File: src/sv/dtte_pkg.sv
package dtte_pkg;

    localparam int unsigned CHAR_W    = 8;
    localparam int unsigned VALUE_W   = 49;
    localparam int unsigned STR_LEN   = 10;
    localparam int unsigned CNT_W     = 4;

    localparam logic [CHAR_W-1:0] CHAR_0    = 8'h30;
    localparam logic [CHAR_W-1:0] CHAR_9    = 8'h39;
    localparam logic [CHAR_W-1:0] CHAR_DASH = 8'h2D;

    localparam logic [CNT_W-1:0] CNT_LAST_KEPT = 4'd9;
    localparam logic [CNT_W-1:0] CNT_FULL      = 4'd10;
    localparam logic [CNT_W-1:0] CNT_OVER      = 4'd11;

    // Julian day offset plus the 2000-01-01 epoch
    localparam logic signed [24:0] JDN_OFFSET = 25'sd2483590;
    localparam logic signed [24:0] DAYS_PER_YEAR = 25'sd365;
    // floor(y / 100) == (y * 5243) >> 19 for 0 <= y <= 10006
    localparam logic [12:0] RECIP100 = 13'd5243;
    localparam int unsigned RECIP100_SHIFT = 19;
    localparam logic signed [27:0] MS_PER_DAY = 28'sd86400000;

    typedef struct packed {
        logic accept;
        logic parse;
        logic calc1;
        logic calc2;
        logic calc3;
        logic load;
    } t_ctrl_cmd;

    typedef struct packed {
        logic out_free;
    } t_ctrl_stat;

    // (14 - month) / 12 with truncation, month in 0..99
    function automatic logic signed [3:0] month_adj(input logic [6:0] month);
        logic signed [3:0] adj;
        if (month <= 7'd2) begin
            adj = 4'sd1;
        end else if (month < 7'd26) begin
            adj = 4'sd0;
        end else if (month < 7'd38) begin
            adj = -4'sd1;
        end else if (month < 7'd50) begin
            adj = -4'sd2;
        end else if (month < 7'd62) begin
            adj = -4'sd3;
        end else if (month < 7'd74) begin
            adj = -4'sd4;
        end else if (month < 7'd86) begin
            adj = -4'sd5;
        end else if (month < 7'd98) begin
            adj = -4'sd6;
        end else begin
            adj = -4'sd7;
        end
        return adj;
    endfunction

    // (153 * m + 2) / 5 for shifted month m in 0..22
    function automatic logic [9:0] month_days(input logic [4:0] m);
        logic [9:0] d;
        case (m)
            5'd0:    d = 10'd0;
            5'd1:    d = 10'd31;
            5'd2:    d = 10'd61;
            5'd3:    d = 10'd92;
            5'd4:    d = 10'd122;
            5'd5:    d = 10'd153;
            5'd6:    d = 10'd184;
            5'd7:    d = 10'd214;
            5'd8:    d = 10'd245;
            5'd9:    d = 10'd275;
            5'd10:   d = 10'd306;
            5'd11:   d = 10'd337;
            5'd12:   d = 10'd367;
            5'd13:   d = 10'd398;
            5'd14:   d = 10'd428;
            5'd15:   d = 10'd459;
            5'd16:   d = 10'd490;
            5'd17:   d = 10'd520;
            5'd18:   d = 10'd551;
            5'd19:   d = 10'd581;
            5'd20:   d = 10'd612;
            5'd21:   d = 10'd643;
            5'd22:   d = 10'd673;
            default: d = 10'd0;
        endcase
        return d;
    endfunction

endpackage

File: src/sv/dtte_in_if.sv
interface dtte_in_if;
    logic                              valid;
    logic                              ready;
    logic [dtte_pkg::CHAR_W-1:0]       char_code;
    logic                              last_char;

    modport source(output valid, output char_code, output last_char, input ready);
    modport sink(input valid, input char_code, input last_char, output ready);
endinterface

File: src/sv/dtte_out_if.sv
interface dtte_out_if;
    logic                               valid;
    logic                               ready;
    logic signed [dtte_pkg::VALUE_W-1:0] date_value;
    logic                               valid_res;

    modport source(output valid, output date_value, output valid_res, input ready);
    modport sink(input valid, input date_value, input valid_res, output ready);
endinterface

File: src/sv/dtte_ctrl.sv
module dtte_ctrl (
    input  logic                  i_clk,
    input  logic                  i_rst_n,
    input  logic                  i_in_valid,
    input  logic                  i_in_last,
    output logic                  o_in_ready,
    input  dtte_pkg::t_ctrl_stat  i_stat,
    output dtte_pkg::t_ctrl_cmd   o_cmd
);

    typedef enum logic [2:0] {
        S_COLLECT,
        S_PARSE,
        S_CALC1,
        S_CALC2,
        S_CALC3,
        S_LOAD
    } t_state;

    t_state r_state;
    t_state n_state;
    logic   w_accept;

    assign o_in_ready = (r_state == S_COLLECT);
    assign w_accept   = i_in_valid && o_in_ready;

    always_comb begin
        o_cmd        = '0;
        o_cmd.accept = w_accept;
        n_state      = r_state;
        unique case (r_state)
            S_COLLECT: begin
                if (w_accept && i_in_last) begin
                    n_state = S_PARSE;
                end
            end
            S_PARSE: begin
                o_cmd.parse = 1'b1;
                n_state     = S_CALC1;
            end
            S_CALC1: begin
                o_cmd.calc1 = 1'b1;
                n_state     = S_CALC2;
            end
            S_CALC2: begin
                o_cmd.calc2 = 1'b1;
                n_state     = S_CALC3;
            end
            S_CALC3: begin
                o_cmd.calc3 = 1'b1;
                n_state     = S_LOAD;
            end
            S_LOAD: begin
                // hold until the output register can take the word
                if (i_stat.out_free) begin
                    o_cmd.load = 1'b1;
                    n_state    = S_COLLECT;
                end
            end
            default: n_state = S_COLLECT;
        endcase
    end

    always_ff @(posedge i_clk) begin
        if (!i_rst_n) begin
            r_state <= S_COLLECT;
        end else begin
            r_state <= n_state;
        end
    end

endmodule

File: src/sv/dtte_dp.sv
module dtte_dp (
    input  logic                                 i_clk,
    input  logic                                 i_rst_n,
    input  dtte_pkg::t_ctrl_cmd                  i_cmd,
    output dtte_pkg::t_ctrl_stat                 o_stat,
    input  logic [dtte_pkg::CHAR_W-1:0]          i_char_code,
    input  logic                                 i_last_char,
    input  logic                                 i_cfg_wr_en,
    input  logic                                 i_cfg_wr_data,
    input  logic                                 i_out_ready,
    output logic                                 o_out_valid,
    output logic signed [dtte_pkg::VALUE_W-1:0]  o_date_value,
    output logic                                 o_valid_res
);

    logic [dtte_pkg::CHAR_W-1:0] r_store [dtte_pkg::STR_LEN];
    logic [dtte_pkg::CNT_W-1:0]  r_count;
    logic                        r_len_ok;
    logic                        r_ms;

    logic [13:0]        r_year;
    logic [6:0]         r_month;
    logic [6:0]         r_day;
    logic               r_ok;
    logic signed [14:0] r_y;
    logic [4:0]         r_m;
    logic [6:0]         r_day1;
    logic signed [24:0] r_base;
    logic [11:0]        r_q4;
    logic [6:0]         r_q100;
    logic signed [24:0] r_days;
    logic               r_out_valid;
    logic signed [dtte_pkg::VALUE_W-1:0] r_out_value;
    logic               r_out_res;

    // character store and length count
    always_ff @(posedge i_clk) begin
        if (i_cmd.accept && (r_count < dtte_pkg::CNT_FULL)) begin
            r_store[r_count] <= i_char_code;
        end
        if (i_cmd.accept && i_last_char) begin
            r_len_ok <= (r_count == dtte_pkg::CNT_LAST_KEPT);
        end
    end

    always_ff @(posedge i_clk) begin
        if (!i_rst_n) begin
            r_count <= '0;
            r_ms    <= 1'b0;
        end else begin
            if (i_cfg_wr_en) begin
                r_ms <= i_cfg_wr_data;
            end
            if (i_cmd.accept) begin
                if (i_last_char) begin
                    r_count <= '0;
                end else if (r_count < dtte_pkg::CNT_OVER) begin
                    r_count <= r_count + 4'd1;
                end
            end
        end
    end

    // parse: digit check and field values
    logic [3:0] w_dig [dtte_pkg::STR_LEN];
    logic [dtte_pkg::STR_LEN-1:0] w_isdig;
    logic       w_ymd;
    logic       w_mdy;
    logic [13:0] w_year;
    logic [6:0]  w_month;
    logic [6:0]  w_day;
    logic        w_digits_ok;

    always_comb begin
        for (int i = 0; i < dtte_pkg::STR_LEN; i++) begin
            w_isdig[i] = (r_store[i] >= dtte_pkg::CHAR_0) && (r_store[i] <= dtte_pkg::CHAR_9);
            w_dig[i]   = 4'(r_store[i] - dtte_pkg::CHAR_0);
        end
    end

    function automatic logic [6:0] num2(input logic [3:0] d1, input logic [3:0] d0);
        return 7'(d1) * 7'd10 + 7'(d0);
    endfunction

    function automatic logic [13:0] num4(input logic [3:0] d3, input logic [3:0] d2,
                                         input logic [3:0] d1, input logic [3:0] d0);
        return 14'(d3) * 14'd1000 + 14'(d2) * 14'd100 + 14'(d1) * 14'd10 + 14'(d0);
    endfunction

    always_comb begin
        w_ymd = (r_store[4] == dtte_pkg::CHAR_DASH);
        w_mdy = !w_ymd && (r_store[2] == dtte_pkg::CHAR_DASH);
        if (w_ymd) begin
            w_year      = num4(w_dig[0], w_dig[1], w_dig[2], w_dig[3]);
            w_month     = num2(w_dig[5], w_dig[6]);
            w_day       = num2(w_dig[8], w_dig[9]);
            w_digits_ok = &{w_isdig[3:0], w_isdig[6:5], w_isdig[9:8]};
        end else begin
            w_month     = num2(w_dig[0], w_dig[1]);
            w_day       = num2(w_dig[3], w_dig[4]);
            w_year      = num4(w_dig[6], w_dig[7], w_dig[8], w_dig[9]);
            w_digits_ok = &{w_isdig[1:0], w_isdig[4:3], w_isdig[9:6]};
        end
    end

    // calc1: shift the year so that it starts in March
    logic signed [3:0]  w_a;
    logic signed [8:0]  w_a9;
    logic signed [8:0]  w_m_full;
    logic signed [14:0] w_y;

    assign w_a      = dtte_pkg::month_adj(r_month);
    assign w_a9     = {{5{w_a[3]}}, w_a};
    assign w_m_full = $signed({2'b00, r_month}) + w_a9 * 9'sd12 - 9'sd3;
    assign w_y      = $signed({1'b0, r_year}) - $signed({{11{w_a[3]}}, w_a});

    // calc2: leap-year quotients; y is never below -1, where all of them are zero
    logic [13:0] w_ypos;
    logic [26:0] w_prod;
    logic signed [24:0] w_y25;

    assign w_ypos = r_y[14] ? 14'd0 : r_y[13:0];
    assign w_prod = 27'(w_ypos) * 27'(dtte_pkg::RECIP100);
    assign w_y25  = {{10{r_y[14]}}, r_y};

    // load: optional scaling to milliseconds
    logic signed [52:0] w_ms;
    logic signed [dtte_pkg::VALUE_W-1:0] w_days49;

    assign w_ms     = r_days * dtte_pkg::MS_PER_DAY;
    assign w_days49 = {{(dtte_pkg::VALUE_W-25){r_days[24]}}, r_days};

    always_ff @(posedge i_clk) begin
        if (i_cmd.parse) begin
            r_year  <= w_year;
            r_month <= w_month;
            r_day   <= w_day;
            r_ok    <= r_len_ok && (w_ymd || w_mdy) && w_digits_ok;
        end
        if (i_cmd.calc1) begin
            r_y    <= w_y;
            r_m    <= w_m_full[4:0];
            r_day1 <= r_day;
        end
        if (i_cmd.calc2) begin
            r_q4   <= w_ypos[13:2];
            r_q100 <= w_prod[dtte_pkg::RECIP100_SHIFT +: 7];
            r_base <= $signed({18'd0, r_day1})
                    + $signed({15'd0, dtte_pkg::month_days(r_m)})
                    + w_y25 * dtte_pkg::DAYS_PER_YEAR
                    - dtte_pkg::JDN_OFFSET;
        end
        if (i_cmd.calc3) begin
            r_days <= r_base + $signed({13'd0, r_q4}) - $signed({18'd0, r_q100})
                    + $signed({20'd0, r_q100[6:2]});
        end
        if (i_cmd.load) begin
            r_out_res <= r_ok;
            if (!r_ok) begin
                r_out_value <= '0;
            end else if (r_ms) begin
                r_out_value <= w_ms[dtte_pkg::VALUE_W-1:0];
            end else begin
                r_out_value <= w_days49;
            end
        end
    end

    always_ff @(posedge i_clk) begin
        if (!i_rst_n) begin
            r_out_valid <= 1'b0;
        end else if (i_cmd.load) begin
            r_out_valid <= 1'b1;
        end else if (i_out_ready) begin
            r_out_valid <= 1'b0;
        end
    end

    assign o_stat.out_free = !r_out_valid || i_out_ready;
    assign o_out_valid     = r_out_valid;
    assign o_date_value    = r_out_value;
    assign o_valid_res     = r_out_res;

endmodule

File: src/sv/date_text_to_epoch_days_top.sv
// Date text to day count since 2000-01-01.
// Input channel i_in_ch: one ASCII character per word, last_char marks the end
// of a string. Output channel o_out_ch: one word per string, date_value (days,
// or milliseconds when the configuration bit is set) and valid_res.
// Ten-character strings in YYYY-MM-DD or MM-DD-YYYY form, with any byte as the
// second separator, are converted; others give date_value 0, valid_res low.
// Configuration: i_cfg_wr_en writes i_cfg_wr_data into the millisecond mode bit.
// Throughput: characters are taken one per cycle while collecting. After the
// last character the input stalls while the controller steps the datapath
// through parse, three arithmetic steps and the output load; the result word
// is valid once the load step has written it into the output register.
// The result sits in an output register; while the receiver stalls it holds
// there and the next string is collected, and only the load step waits for
// the register to free up.
// Reset (synchronous, active low) clears the character count, the mode bit,
// the controller state and the output valid.
module date_text_to_epoch_days_top (
    input  logic        i_clk,
    input  logic        i_rst_n,
    input  logic        i_cfg_wr_en,
    input  logic        i_cfg_wr_data,
    dtte_in_if.sink     i_in_ch,
    dtte_out_if.source  o_out_ch
);

    dtte_pkg::t_ctrl_cmd  w_cmd;
    dtte_pkg::t_ctrl_stat w_stat;

    dtte_ctrl u_ctrl (
        .i_clk      (i_clk),
        .i_rst_n    (i_rst_n),
        .i_in_valid (i_in_ch.valid),
        .i_in_last  (i_in_ch.last_char),
        .o_in_ready (i_in_ch.ready),
        .i_stat     (w_stat),
        .o_cmd      (w_cmd)
    );

    dtte_dp u_dp (
        .i_clk         (i_clk),
        .i_rst_n       (i_rst_n),
        .i_cmd         (w_cmd),
        .o_stat        (w_stat),
        .i_char_code   (i_in_ch.char_code),
        .i_last_char   (i_in_ch.last_char),
        .i_cfg_wr_en   (i_cfg_wr_en),
        .i_cfg_wr_data (i_cfg_wr_data),
        .i_out_ready   (o_out_ch.ready),
        .o_out_valid   (o_out_ch.valid),
        .o_date_value  (o_out_ch.date_value),
        .o_valid_res   (o_out_ch.valid_res)
    );

endmodule

File: src/flat_wrapper.sv
// flat-port wrapper written by rule: the top's interface ports become plain ports
module date_text_to_epoch_days_top_flat 
  (i_clk, i_rst_n, i_cfg_wr_en, i_cfg_wr_data, i_in_ch_valid, i_in_ch_char_code, i_in_ch_last_char, i_in_ch_ready, o_out_ch_valid, o_out_ch_date_value, o_out_ch_valid_res, o_out_ch_ready);
  dtte_in_if i_in_ch_i ();
  dtte_out_if o_out_ch_i ();
  input  logic i_clk;
  input  logic i_rst_n;
  input  logic i_cfg_wr_en;
  input  logic i_cfg_wr_data;
  input wire logic [$bits(i_in_ch_i.valid)-1:0] i_in_ch_valid;
  input wire logic [$bits(i_in_ch_i.char_code)-1:0] i_in_ch_char_code;
  input wire logic [$bits(i_in_ch_i.last_char)-1:0] i_in_ch_last_char;
  output wire logic [$bits(i_in_ch_i.ready)-1:0] i_in_ch_ready;
  output wire logic [$bits(o_out_ch_i.valid)-1:0] o_out_ch_valid;
  output wire logic [$bits(o_out_ch_i.date_value)-1:0] o_out_ch_date_value;
  output wire logic [$bits(o_out_ch_i.valid_res)-1:0] o_out_ch_valid_res;
  input wire logic [$bits(o_out_ch_i.ready)-1:0] o_out_ch_ready;
  assign i_in_ch_i.valid = i_in_ch_valid;
  assign i_in_ch_i.char_code = i_in_ch_char_code;
  assign i_in_ch_i.last_char = i_in_ch_last_char;
  assign i_in_ch_ready = i_in_ch_i.ready;
  assign o_out_ch_valid = o_out_ch_i.valid;
  assign o_out_ch_date_value = o_out_ch_i.date_value;
  assign o_out_ch_valid_res = o_out_ch_i.valid_res;
  assign o_out_ch_i.ready = o_out_ch_ready;
  date_text_to_epoch_days_top u_core (.i_clk(i_clk), .i_rst_n(i_rst_n), .i_cfg_wr_en(i_cfg_wr_en), .i_cfg_wr_data(i_cfg_wr_data), .i_in_ch(i_in_ch_i), .o_out_ch(o_out_ch_i));
endmodule
File: config.mk
export PLATFORM = sky130hd
export DESIGN_NAME = date_text_to_epoch_days_top_flat
export DESIGN_NICKNAME = d
export VERILOG_FILES = /design/src/sv/dtte_pkg.sv /design/src/sv/dtte_in_if.sv /design/src/sv/dtte_out_if.sv /design/src/sv/dtte_ctrl.sv /design/src/sv/dtte_dp.sv /design/src/sv/date_text_to_epoch_days_top.sv /design/src/flat_wrapper.sv
export SDC_FILE = /design/constraint.sdc
export NUM_CORES = 2
export LEC_CHECK = 0
export BUFFER_PORTS_ARGS = -buffer_cell sky130_fd_sc_hd__buf_2
export CORE_MARGIN = 4
export CORE_UTILIZATION = 30
export DETAILED_ROUTE_END_ITERATION = 16
export GPL_ROUTABILITY_DRIVEN = 0
export GPL_TIMING_DRIVEN = 0
export HOLD_SLACK_MARGIN = 0.1
export SETUP_SLACK_MARGIN = 0.02
export SYNTH_ARGS = -nofsm -noshare
export SYNTH_HDL_FRONTEND = slang
export SYNTH_SLANG_ARGS = --single-unit
export TNS_END_PERCENT = 1
File: constraint.sdc
create_clock -name i_clk -period 9.1 [get_ports i_clk]
set_clock_uncertainty 0.05 [all_clocks]
set_input_delay 0.91 -clock i_clk [delete_from_list [all_inputs] [get_ports i_clk]]
set_output_delay 0.91 -clock i_clk [all_outputs]
set_load 0.03 [all_outputs]
==> metrics.json <==
{
  "crit_top_cell": {"value": "sky130_fd_sc_hd__inv_1"},
  "clk_transition_reported_paths": {"value": 0.06, "unit": "ns"},
  "final_cells": {"value": 4646},
  "die_h": {"value": 336, "unit": "um"},
  "postCtsSetupBuffers": {"value": 0},
  "critPathLaunch": {"value": "u_core.u_dp.r_y[14]$_DFFE_PP_"},
  "cts.htree.levels": {"value": 2},
  "min_period_over_period": {"value": 79.1, "unit": "%"},
  "synthArstFlopShare": {"value": 0, "unit": "%"},
  "hpwlAfterDp": {"value": 53800, "unit": "um"},
  "max-cap-violations": {"value": 0},
  "clk_root_buffer_cell": {"value": "sky130_fd_sc_hd__clkbuf_16"},
  "period_needed": {"value": 7.20, "unit": "ns"},
  "critical_path.slowest_cell": {"value": "sky130_fd_sc_hd__clkbuf_1"},
  "reg2regPathDepth": {"value": 23},
  "synth-warning-count": {"value": 0},
  "worst_slew_pin_slew": {"value": 1.14, "unit": "ns"},
  "vdd_ir_drop_max": {"value": 0.000304, "unit": "V"},
  "grt_start_max_net_pins": {"value": 45},
  "worst_hold_path_type": {"value": "reg2reg"},
  "wire_per_inst": {"value": 13.6, "unit": "um"},
  "post-layout-total-power": {"value": 10.6, "unit": "mW"},
  "grt.overflow.total": {"value": 0},
  "cp_cell_sequence": {"value": "inv_1 -> clkbuf_1 -> nand2_1 -> inv_1 -> ha_1 -> inv_1 -> fa_1 -> fa_1 -> inv_1 -> ha_1 -> inv_1 -> fa_1 -> inv_1 -> ha_1 -> nand4_1 -> o211a_1 -> a221oi_1 -> a211oi_1 -> o31ai_1 -> nor2_1 -> o21bai_1 -> a21oi_1 -> xnor2_1"},
  "drt_pre_antenna_iters": {"value": 4},
  "n_antenna_cell": {"value": 0},
  "timing.final.setup_violations": {"value": 0},
  "synthesis.instances": {"value": 3123},
  "grt_use_met3": {"value": 1.54, "unit": "%"},
  "path_depth": {"value": 23},
  "drive_gt1_share": {"value": 5.07, "unit": "%"},
  "number_of_drc_markers_after_the_initial_detailed_route_iteration": {"value": 788},
  "postSynth.topFlopCell": {"value": "sky130_fd_sc_hd__edfxtp_1"},
  "cellPowerDensity": {"value": 300, "unit": "nW/um2"},
  "critPathMaxStageDelay": {"value": 0.70, "unit": "ns"},
  "grtUsageMet2": {"value": 20.1, "unit": "%"},
  "worst-setup-path-type": {"value": "reg2reg"},
  "total_leakage_power": {"value": 17.2, "unit": "nW"},
  "cp.required": {"value": 9.33, "unit": "ns"},
  "number_of_enable_flip_flop_cells_after_synthesis": {"value": 256},
  "postSynthNetCount": {"value": 4058},
  "hp-start": {"value": "u_core.u_dp.r_day[0]$_DFFE_PP_"},
  "post-route-util": {"value": 33.5, "unit": "%"},
  "grt_setup_unrepaired": {"value": "false"},
  "numPlacedInstances": {"value": 4585},
  "drcViolationCount": {"value": 0},
  "die_width": {"value": 336, "unit": "um"},
  "worst_r2r_endpoint": {"value": "u_core.u_dp.r_q100[6]$_DFFE_PN_"},
  "port_buffers": {"value": 66},
  "setup.worst_path.start_class": {"value": "flip-flop"},
  "die_area": {"value": 113000, "unit": "um2"},
  "global_route.usage.total": {"value": 11.4, "unit": "%"},
  "clockBufferDepth": {"value": 3},
  "max-slew-margin-rel": {"value": 23.6, "unit": "%"},
  "synth_seq_area_share": {"value": 25.0, "unit": "%"},
  "ioPinCount": {"value": 67},
  "cts_sinks": {"value": 275},
  "clk-insertion-delay-late": {"value": 0.56, "unit": "ns"},
  "netlist.area_leader.share": {"value": 23.9, "unit": "%"},
  "grtUsageMet1": {"value": 15.3, "unit": "%"},
  "post_synth_num_cell_types": {"value": 81},
  "timing.final.max_slew_violations": {"value": 0},
  "timing.critical_path.max_delay_family": {"value": "adder cells"},
  "final.setup.tns": {"value": 0, "unit": "ns"},
  "detailroute.via_count": {"value": 20300},
  "cts_made_buffers": {"value": 34},
  "antenna_left": {"value": 0},
  "cts_resized": {"value": 0},
  "crit_end": {"value": "u_core.u_dp.r_q100[6]$_DFFE_PN_"},
  "layout-area-overhead-vs-synth": {"value": 10.1, "unit": "%"},
  "post-synth-top-area-cell": {"value": "sky130_fd_sc_hd__edfxtp_1"},
  "floorplan.initialDensity": {"value": 30.4, "unit": "%"},
  "timing.fmax": {"value": 0.139, "unit": "GHz"},
  "layout.nets": {"value": 4165},
  "r2r_slack": {"value": 1.90, "unit": "ns"},
  "grt.busiest_layer": {"value": "met2"},
  "final.fill_count": {"value": 10900},
  "design.core.area": {"value": 106000, "unit": "um2"},
  "holdWs": {"value": 0.367, "unit": "ns"},
  "result_of_the_run": {"value": "completed"},
  "setup.worst_path.end_class": {"value": "flip-flop"},
  "synth.cell_area": {"value": 32200, "unit": "um2"},
  "post_drt_via_cell_ratio": {"value": 4.37},
  "data_arrival_time_of_the_worst_path": {"value": 7.43, "unit": "ns"},
  "first_pass_grt_wire_length": {"value": 105000, "unit": "um"},
  "timing.critical_path.buf_inv": {"value": 7},
  "finalHoldViolCount": {"value": 0},
  "tritoncts_clock_tree": {"value": "done"},
  "row_count": {"value": 119},
  "postCtsHoldBufs": {"value": 0},
  "synth.avg_cell_area": {"value": 10.3, "unit": "um2"},
  "vias_in_the_first_global_route": {"value": 20800},
  "leading_post_synthesis_cells_by_cell_area": {"value": "sky130_fd_sc_hd__edfxtp_1 24%, sky130_fd_sc_hd__ha_1 22%, sky130_fd_sc_hd__fa_1 22%"},
  "finalWirelength": {"value": 63000, "unit": "um"},
  "regToRegStartpoint": {"value": "u_core.u_dp.r_y[14]$_DFFE_PP_"},
  "antenna_found_initial": {"value": 1},
  "cp_max_fo": {"value": 15},
  "postSynthRegisterBits": {"value": 275}
}
## cell usage after synthesis (6+ instances only)
cell	count
sky130_fd_sc_hd__dfxtp_1	19
sky130_fd_sc_hd__clkbuf_1	25
sky130_fd_sc_hd__ha_1	571
sky130_fd_sc_hd__a21oi_1	113
sky130_fd_sc_hd__o21ai_1	6
sky130_fd_sc_hd__and2_1	26
sky130_fd_sc_hd__nor2_1	114
sky130_fd_sc_hd__a21boi_0	11
sky130_fd_sc_hd__a211oi_1	12
sky130_fd_sc_hd__xor2_1	47
sky130_fd_sc_hd__xnor2_1	122
sky130_fd_sc_hd__nand4_1	13
sky130_fd_sc_hd__edfxtp_1	256
sky130_fd_sc_hd__mux2_2	8
sky130_fd_sc_hd__nand3_1	29
sky130_fd_sc_hd__o21ai_0	101
sky130_fd_sc_hd__or3_1	13
sky130_fd_sc_hd__a21o_1	50
sky130_fd_sc_hd__o21a_1	19
sky130_fd_sc_hd__fa_1	349
sky130_fd_sc_hd__nor2b_1	42
sky130_fd_sc_hd__nand2b_1	14
sky130_fd_sc_hd__mux2i_1	23
sky130_fd_sc_hd__a31oi_1	11
sky130_fd_sc_hd__nor3_1	26
sky130_fd_sc_hd__o211ai_1	9
sky130_fd_sc_hd__o31ai_1	8
sky130_fd_sc_hd__and3_1	15
sky130_fd_sc_hd__o21bai_1	19
sky130_fd_sc_hd__inv_1	841
sky130_fd_sc_hd__nand2_1	108
## registers in the layout (all words and copies together) (netlist names), 12 cells and up, named ones only
name	flops
u_core.u_dp.r_y	15
u_core.u_dp.r_base	25
u_core.u_dp.r_days	25
u_core.u_dp.o_date_value	49
u_core.u_dp.r_year	14
u_core.u_dp.r_store	80
u_core.u_dp.r_q4	12
## worst register-to-register path, stage by stage, from the launching register on
cell	delay [ns]
sky130_fd_sc_hd__edfxtp_1	0.61
sky130_fd_sc_hd__inv_1	0.23
sky130_fd_sc_hd__clkbuf_1	0.70
sky130_fd_sc_hd__nand2_1	0.25
sky130_fd_sc_hd__inv_1	0.40
sky130_fd_sc_hd__ha_1	0.34
sky130_fd_sc_hd__inv_1	0.08
sky130_fd_sc_hd__fa_1	0.45
sky130_fd_sc_hd__fa_1	0.52
sky130_fd_sc_hd__inv_1	0.04
sky130_fd_sc_hd__ha_1	0.27
sky130_fd_sc_hd__inv_1	0.05
sky130_fd_sc_hd__fa_1	0.54
sky130_fd_sc_hd__inv_1	0.05
sky130_fd_sc_hd__ha_1	0.29
sky130_fd_sc_hd__nand4_1	0.10
sky130_fd_sc_hd__o211a_1	0.21
sky130_fd_sc_hd__a221oi_1	0.56
sky130_fd_sc_hd__a211oi_1	0.25
sky130_fd_sc_hd__o31ai_1	0.38
sky130_fd_sc_hd__nor2_1	0.12
sky130_fd_sc_hd__o21bai_1	0.22
sky130_fd_sc_hd__a21oi_1	0.12
sky130_fd_sc_hd__xnor2_1	0.12
## power by group
group / switching, mW / internal (mW) / leakage (nW) / total [mW]
clock: 0.549 / 0.755 / 0.517 / 1.30
sequential: 0.0668 / 1.80 / 2.48 / 1.87
combinational: 4.10 / 3.37 / 14.2 / 7.46
total: 4.71 / 5.92 / 17.2 / 10.6
## how the worst min path moves through the flow
stage	to	slack [ns]	depth (start not counted)
6_report	u_core.u_dp.r_day1[0]$_DFFE_PP_	0.37	0
4_1_cts	u_core.u_dp.r_day1[0]$_DFFE_PP_	0.37	0
3_5_place_dp	u_core.u_dp.r_day1[0]$_DFFE_PP_	0.35	0
3_3_place_gp	u_core.u_dp.r_day1[0]$_DFFE_PP_	0.36	0
2_1_floorplan	u_core.u_dp.r_day1[0]$_DFFE_PP_	0.35	0
5_1_grt	u_core.u_dp.r_day1[1]$_DFFE_PP_	0.38	0
## layout by cell type, fill, tap and decap left out, types with 11 or more instances in the layout
cell	synthesis	layout
sky130_fd_sc_hd__a21oi_1	113	113
sky130_fd_sc_hd__o21a_1	19	19
sky130_fd_sc_hd__nor3_1	26	26
sky130_fd_sc_hd__buf_2	3	69
sky130_fd_sc_hd__a211oi_1	12	12
sky130_fd_sc_hd__edfxtp_1	256	256
sky130_fd_sc_hd__ha_1	571	571
sky130_fd_sc_hd__and3_1	15	14
sky130_fd_sc_hd__inv_1	841	841
sky130_fd_sc_hd__nor2_1	114	112
sky130_fd_sc_hd__o21ai_0	101	101
sky130_fd_sc_hd__and2_1	26	26
sky130_fd_sc_hd__o21bai_1	19	19
sky130_fd_sc_hd__a31oi_1	11	11
sky130_fd_sc_hd__or3_1	13	13
sky130_fd_sc_hd__nand2b_1	14	14
sky130_fd_sc_hd__dfxtp_1	19	19
sky130_fd_sc_hd__a21boi_0	11	11
sky130_fd_sc_hd__a21o_1	50	50
sky130_fd_sc_hd__clkbuf_16	0	34
sky130_fd_sc_hd__xor2_1	47	47
sky130_fd_sc_hd__clkbuf_1	25	29
sky130_fd_sc_hd__mux2i_1	23	23
sky130_fd_sc_hd__nand4_1	13	13
sky130_fd_sc_hd__nand2_1	108	108
sky130_fd_sc_hd__nor2b_1	42	42
sky130_fd_sc_hd__nand3_1	29	29
sky130_fd_sc_hd__fa_1	349	349
sky130_fd_sc_hd__xnor2_1	122	122
## routing by layer
metal,up-vias,share of wire [%],routed length (um)
li1,10300,-,-
met1,9742,47,29700
met2,199,48,30400
met3,52,3.1,1920
met4,0,1.5,945
met5,-,0,0
## metrics by stage
stage	area (um2)	setup WS [ns]
6_report	35500	1.90
5_1_grt	35500	1.42
4_1_cts	35500	1.85
3_5_place_dp	34400	1.88
3_3_place_gp	34300	1.92
2_1_floorplan	32200	3.25
## cell families (layout without fill, tap and decap cells)
kind of cell,Yosys count,after routing,share of synthesized area [%]
AOI/OAI and AO/OA,414,414,8.40
xor gates and xnor gates,169,169,4.59
adders and majority gates,920,920,43.9
buffers and inverters,870,1002,10.1
DFF,275,275,25.0
muxes,32,32,1.03
and+or+nand+nor,443,443,6.94
## layout make-up
class	count	area (um2)	share of cell area (%)
flip-flops and latches	275	8070	22.7
clock buffers	38	866	2.44
multi-input cells	1978	20900	58.9
well taps	1391	1740	4.91
clock inverters	23	209	0.589
plain buffers	28	109	0.307
inverters	842	3160	8.91
repair buffers	71	415	1.17
Power figures use the tool's default switching activity.
